[src/sv/fik_pkg.sv]
package fik_pkg;

  localparam int CFG_AW = 3;

  localparam logic [CFG_AW-1:0] CFG_BASE_X    = 3'd0;
  localparam logic [CFG_AW-1:0] CFG_BASE_Y    = 3'd1;
  localparam logic [CFG_AW-1:0] CFG_BASE_Z    = 3'd2;
  localparam logic [CFG_AW-1:0] CFG_MAX_ITER  = 3'd3;
  localparam logic [CFG_AW-1:0] CFG_TOLERANCE = 3'd4;

  localparam int ITER_W = 4;
  localparam int TOL_W  = 16;

  localparam logic [ITER_W-1:0] MAX_ITER_RST = 4'd10;
  localparam logic [TOL_W-1:0]  TOL_RST      = 16'd655;

  // Solver program steps.
  typedef enum logic [3:0] {
    STP_SEG0,
    STP_SEG1,
    STP_FAR,
    STP_FAR_J1,
    STP_FAR_J2,
    STP_F12,
    STP_F01,
    STP_B10,
    STP_B21,
    STP_TOL
  } step_t;

  typedef struct packed {
    logic start;
    logic op_div;
  } ar_ctl_t;

  typedef struct packed {
    logic busy;
    logic done;
  } ar_stat_t;

  function automatic longint sat_coord(input longint v, input int cbits);
    longint hi;
    longint lo;
    hi = (longint'(1) <<< (cbits - 1)) - 1;
    lo = -(longint'(1) <<< (cbits - 1));
    if (v > hi) return hi;
    if (v < lo) return lo;
    return v;
  endfunction

endpackage

[src/sv/fik_arith.sv]
module fik_arith import fik_pkg::*; #(
  parameter int SQ_IN   = 50,
  parameter int DIV_NUM = 40,
  parameter int DIV_Q   = 17,
  parameter int DEN_W   = 25,
  parameter int RES_W   = 26
) (
  input  logic               clk,
  input  logic               rst_n,
  input  ar_ctl_t            ctl,
  input  logic [SQ_IN-1:0]   radicand,
  input  logic [DIV_NUM-1:0] num,
  input  logic [DEN_W-1:0]   den,
  output logic [RES_W-1:0]   result,
  output ar_stat_t           stat
);

  localparam int SO   = SQ_IN / 2;
  localparam int SRCW = (SQ_IN > DIV_NUM) ? SQ_IN : DIV_NUM;
  localparam int RW   = ((SO + 2) > (DEN_W + 1)) ? (SO + 2) : (DEN_W + 1);
  localparam int NSTP = (SO > DIV_Q) ? SO : DIV_Q;
  localparam int CW   = $clog2(NSTP + 1);

  logic [SRCW-1:0]  src_r;
  logic [RW-1:0]    rem_r;
  logic [RES_W-1:0] acc_r;
  logic [CW-1:0]    cnt_r;
  logic             div_r;
  logic             busy_r;
  logic             done_r;

  logic [RW+1:0] sh_c;
  logic [RW+1:0] trial_c;
  logic [RW+1:0] diff_c;
  logic          ge_c;

  // One shared compare/subtract serves both the root digit and the quotient bit.
  always_comb begin
    if (div_r) begin
      sh_c    = {1'b0, rem_r, src_r[SRCW-1]};
      trial_c = (RW+2)'(den);
    end else begin
      sh_c    = {rem_r, src_r[SRCW-1:SRCW-2]};
      trial_c = (RW+2)'({acc_r, 2'b01});
    end
    ge_c   = (sh_c >= trial_c);
    diff_c = sh_c - trial_c;
  end

  always_ff @(posedge clk) begin
    if (!rst_n) begin
      busy_r <= 1'b0;
      done_r <= 1'b0;
      cnt_r  <= '0;
      div_r  <= 1'b0;
    end else begin
      done_r <= 1'b0;
      if (ctl.start) begin
        busy_r <= 1'b1;
        div_r  <= ctl.op_div;
        cnt_r  <= ctl.op_div ? CW'(DIV_Q) : CW'(SO);
      end else if (busy_r) begin
        cnt_r <= cnt_r - 1'b1;
        if (cnt_r == CW'(1)) begin
          busy_r <= 1'b0;
          done_r <= 1'b1;
        end
      end
    end
  end

  always_ff @(posedge clk) begin
    if (ctl.start) begin
      acc_r <= '0;
      if (ctl.op_div) begin
        rem_r <= RW'(num >> DIV_Q);
        src_r <= SRCW'(num) << (SRCW - DIV_Q);
      end else begin
        rem_r <= '0;
        src_r <= SRCW'(radicand) << (SRCW - SQ_IN);
      end
    end else if (busy_r) begin
      rem_r <= ge_c ? RW'(diff_c) : RW'(sh_c);
      acc_r <= {acc_r[RES_W-2:0], ge_c};
      src_r <= div_r ? (src_r << 1) : (src_r << 2);
    end
  end

  assign result    = acc_r;
  assign stat.busy = busy_r;
  assign stat.done = done_r;

endmodule

[config.mk]
export PLATFORM = sky130hd
export DESIGN_NAME = fik_arith
export DESIGN_NICKNAME = d
export VERILOG_FILES = /design/src/sv/fik_pkg.sv /design/src/sv/fik_arith.sv
export SDC_FILE = /design/constraint.sdc
export NUM_CORES = 1
export LEC_CHECK = 0
export BUFFER_PORTS_ARGS = -buffer_cell sky130_fd_sc_hd__buf_2
export CAP_MARGIN = 20
export CORE_MARGIN = 1
export CORE_UTILIZATION = 51
export CTS_CLUSTER_SIZE = 25
export DETAILED_ROUTE_END_ITERATION = 8
export GPL_ROUTABILITY_DRIVEN = 0
export PLACE_DENSITY_LB_ADDON = 0.2
export SETUP_SLACK_MARGIN = 0.15
export SLEW_MARGIN = 5
export SYNTH_ARGS = -nofsm -noshare
export SYNTH_HDL_FRONTEND = slang
export SYNTH_SLANG_ARGS = --single-unit
[constraint.sdc]
create_clock -name clk -period 4.1 [get_ports clk]
set_clock_uncertainty 0.15 [all_clocks]
set_input_delay 0.615 -clock clk [delete_from_list [all_inputs] [get_ports clk]]
set_output_delay 0.615 -clock clk [all_outputs]
set_load 0.02 [all_outputs]
# Yosys cells after proc, flatten, opt, wreduce, memory -nomap -nowiden
# Cells that the tools add are included.
[totals] inputBits=119 word_cells=32 reg_bits=111
[classes] addsub=2 n_mux=17 n_eq_ne=1 reduce_logical=2 bitwise_logic=2 magnitude_cmp=1
[ops] operator="2-to-1 mux 50 bit" n=4
[ops] operator="2-to-1 mux 27 bit" n=3
[ops] operator="greater-or-equal comparator 29 x 28 -> 1 bit" n=1
[ops] operator="2-to-1 mux 29 bit" n=1
[ops] operator="2-to-1 mux 28 bit" n=1
[ops] operator="subtractor 27 bit" n=1
[ops] operator="2-to-1 mux 23 bit" n=1
[ops] operator="2-to-1 mux 5 bit" n=2
[ops] operator="== test 5 x 1 -> 1 bit (second input constant)" n=1
[ops] operator="subtractor 5 x 1 -> 5 bit (second input constant)" n=1
[ops] operator="2-to-1 mux 1 bit" n=4
[ops] operator="2-to-1 mux 4 bit" n=1
[ops] operator="OR reduction 3 bit" n=1
[ops] operator="inverter 1 bit" n=2
[ops] operator="nonzero test 2 bit" n=1

# Logic depth before layout (Yosys ltp)
[depth] ltp_word=5 mapped_depth=15

# Worst setup path before layout
# No wires, ideal clock.
[synth_timing] path_type="flip-flop to flip-flop" startpoint="register div_r" endpoint="register rem_r[0], data pin" stages_incl_launch_ff=15 period_less_slack_ps=4021 setup_slack_ps=79 arrival_ps=3610 path_buffers=5 required_time_ps=3689 cell_sequence="dfxtp_1 > clkbuf_1 > clkbuf_1 > buf_1 > mux2i_1 > ha_1 > buf_2 > and4_1 > nand2b_1 > o31ai_2 > or3_1 > a211oi_2 > nor2_4 > buf_6 > a221o_1"
[synth_between] elab_chain_len=5 elab_cells_between_ends=7
[synth_rtl] element="from (decl)" line="fik_arith.sv:28" source="logic div_r;"
[synth_rtl] element="from (signal assigned)" line="fik_arith.sv:60" source="div_r <= ctl.op_div;"
[synth_rtl] element="2-to-1 mux 29 bit or 2-to-1 mux 28 bit (tied branches)" line="fik_arith.sv:39" source="if (div_r) begin"
[synth_rtl] element="subtractor 27 bit or greater-or-equal comparator 29 x 28 -> 1 bit (tied branches)" line="fik_arith.sv:47, fik_arith.sv:46"
[synth_rtl] element="2-to-1 mux 27 bit (*)" line="fik_arith.sv:83" source="rem_r <= ge_c ? RW'(diff_c) : RW'(sh_c);"
[synth_rtl] element="2-to-1 mux 27 bit (*)" line="fik_arith.sv:82" source="end else if (busy_r) begin"
[synth_rtl] element="2-to-1 mux 27 bit (*)" line="fik_arith.sv:73" source="if (ctl.start) begin"
[synth_rtl] element="to (signal assigned)" line="fik_arith.sv:76" source="rem_r <= RW'(num >> DIV_Q);"
[synth_rtl] element="to (signal assigned)" line="fik_arith.sv:83"
[synth_rtl] element="to (decl)" line="fik_arith.sv:25" source="logic [RW-1:0] rem_r;"
# Every way passes the cells marked *; elsewhere a longest branch is shown, timed or not. The select of a mux whose other input is x is not followed.
# A chain may end at the register's enable or synchronous reset.

# Final worst setup path
[layout_timing] startpoint="register div_r" endpoint="register rem_r[19], data pin"
# The elaborated chain is that of the path after synthesis.

==> summary.md <==
| Metric | Value |
|---|---|
| Final Non-Filler Cells | 1,084 |
| Drt drc | 0 |
| FP Rows | 44 |
| Hold Fails Final Rpt | 0 |
| Power, Total | 5.50 mW |
| Fmax | ~270 MHz |
| Crit path required time | slightly above 4000 ps |
| Synth area leaders | edfxtp_1 (31%), mux2i_1 (14%), dfxtp_1 (9.0%) |
| Startpoint types | flip-flop |
| Commonest non-fill, non-tap cells in the layout | buf_2 (145), mux2i_1 (108), nand2_1 (81) |
| Final Net Count | 1,044 |
| Clock Sinks | 111 |
| # IOs | 147 |
| Syn avg cell area | 9.75 um2 |
| Crit path kind | reg2reg |
| Clock latency on the worst-skew pair | 370 ps |
| Sequential element share of the synthesized area | ~40% |
| # placed instances | 1,066 |
| Area share of and/or/nand/nor cells after synthesis | 13.1% |
| Multi-input logic area | 0.00426 mm2 |
| Setup_tns | 0 ps |
| Port bufs | around 150 |
| Clk buf depth | 2 |
| Crit path DAT | 3730 ps |
| Iter 0 DRT Violations | approximately 340 |
| Cell type with the largest total area after synthesis | edfxtp_1 |
| Layout cells sized above 1 | 25.6% |
| Number of synthesized flops with an enable pin | 77 |
| RSZ-0062 raised after global routing | false |
| Synth Area in XOR/XNOR | around 3.0% |
| Leakage | 3.56 nW |
| Vias post-DR | about 6,300 |
| Power density of the placed cells | 628 mW/mm2 |
| Synthesized flop and latch total | 111 |
| Share of Yosys cell area claimed by the top area cell type | 30.7% |
| Post-route ant nets | 0 |
| Ys flop type | edfxtp_1 |
| Period utilisation layout | 91.8% |
| Hold_buf cts | 0 |
| FF+latch area | 0.00300 mm2 |
| Final setup fails | 0 |
| Postcts setup bufs | 0 |
| Initial antenna violation count | 3 |
| Slew HR | between 30% and 40% |
| Total track usage | 24.7% |
| Final Max Tran Viols | 0 |
| Worst slack at placement | 388 ps |
| Slew @ Worst Pin | 981 ps |
| CTS H-Tree Depth | 3 |
| Worst IR Drop VDD | 407 uV |
| Crit end category | flip-flop |
| TritonCTS buffer count | 9 |
| Drt wl/cell | 16.8 um |
| Fill cells | 1,211 |
| Post-layout min period | 3760 ps |
| Combinational family with the most area after synthesis | multiplexers |
| Post-synthesis mux area share | a little under a fifth |
| CTS tree | done |
| Number of distinct library cells after synthesis | 64 |
| Syn. warnings | 0 |
| Core outline area | 0.0145 mm2 |
| DR pass1 iterations | 5 |
| Final WL | 18.2 mm |
| Setup WS post-layout | 336 ps |
| Most common cell after layout, fill and taps aside | buf_2 |
| Ys async rst share | 0% |
| Grt total ovfl | 0 |
| Net Count, Synth | 923 |
| CTS resizes | 0 |
| Largest net degree at the start of global routing | 78 |
| Area grow syn2layout | 16.1% |
| First-pass GRT wire length | 29.5 mm |
| Via/cell ratio | 5.79 |
| Vias in the first global route | 6,253 |
| Max_cap viols | 0 |
| Clock transition at path regs | approximately 80 ps |
| Hold/Removal Path Class | in2reg |
| Die W | between 100 and 150 um |
| Crit-path max FO | 22 |
| Compound-cell area share of the yosys netlist | approximately 17% |
| Root Buffer | clkbuf_16 |
| Initial core utilization | 52.1% |
| Synth Instances | 773 |
| DP HPWL | 12.9 mm |
| Die Span Y | 124 um |
| Die ar. | 0.0153 mm2 |
| Synthesized area | 0.00754 mm2 |
| Status | complete, no violations |
| Synth Area in Adders | 5.24% |
==> cell families (layout without fill, tap and decap cells) <==
logic type,after synthesis,in the layout
muxes,134,134
DFF,111,111
adders and majority gates,31,31
xor gates and xnor gates,26,26
and+or+nand+nor,211,211
AOI/OAI and AO/OA,194,194
other,0,1
buffers and inverters,66,192
==> state kept, by name, summed over array words and instances (netlist names) <==
| name | flops |
|---|---|
| busy_r | 1 |
| cnt_r | 5 |
| div_r | 1 |
| done_r | 1 |
| rem_r | 27 |
| result | 26 |
| src_r | 50 |
==> Yosys cell counts, types with 3 or more instances <==
master	count
a211oi_2	3
o21ai_1	11
o21a_1	4
ha_1	30
buf_1	12
nand3_1	14
dfxtp_1	34
mux2i_1	108
edfxtp_1	77
xnor2_1	17
nor3_1	12
and4_1	3
o21bai_1	5
nor2b_1	22
nand2b_1	5
o21ai_0	48
a21o_1	10
nand4_1	4
o211ai_2	6
o211ai_1	4
mux2_2	26
nor2_1	50
and2_1	4
or3_1	3
a21oi_1	55
inv_1	15
buf_2	7
a31oi_1	3
a221o_1	4
xor2_1	9
nand2_1	82
a211oi_1	18
clkbuf_1	27
==> cell type report <==
type,instances,share of cell area [%]
Antenna cell,1,0.0286
Clock buffer,9,2.57
Clock inverter,7,1.00
Inverter,15,0.643
Multi-Input combinational cell,596,48.7
Sequential cell,111,34.2
Tap cell,184,2.63
Timing Repair Buffer,161,10.2
==> critical path, stage by stage (launching register included) <==
cell and delay (ps):
dfxtp_4 540, buf_12 230, mux2_2 360, ha_1 430
nand3_2 120, or3_4 410, o31ai_2 290, or3_1 160
a211oi_2 60, nor2_4 160, buf_4 260, nor2_1 80
a221o_1 250
==> layer usage <==
metal	vias up	routed length, um	GRT usage, %
met3	44	1150	5.17
met2	226	8420	40.9
li1	3097	-	-
met5	-	31	0
met4	4	418	10.2
met1	2905	8210	31.3
==> through the flow <==
step | utilization, % | area, um2 | hold slack, ps
floorplan | - | 7540 | 319
global placement | 58.1 | 8410 | 330
detailed placement | 58.1 | 8410 | 360
CTS | 60.2 | 8720 | 365
global route | 60.4 | 8750 | 373
finish | 60.5 | 8750 | 368
==> worst paths after layout <==
| kind | startpoint | to | slack [ps] | cells past startpoint |
|---|---|---|---|---|
| worst max-delay path | div_r$_SDFFE_PN0P_ | rem_r[19]$_DFFE_PP_ | 340 | 12 |
| worst min-delay path | radicand[26] | src_r[26]$_DFFE_PP_ | 370 | 3 |
| worst max register to register | div_r$_SDFFE_PN0P_ | rem_r[19]$_DFFE_PP_ | 340 | 12 |
| worst min register to register | cnt_r[1]$_SDFFE_PN0P_ | cnt_r[1]$_SDFFE_PN0P_ | 390 | 2 |
==> power by group <==
part | switching (mW) | total [mW] | internal (mW) | leakage (nW)
clock network | 0.459 | 0.946 | 0.487 | 0.146
logic | 1.66 | 2.95 | 1.29 | 2.34
registers | 0.116 | 1.60 | 1.49 | 1.07
Power figures use the tool's default switching activity.
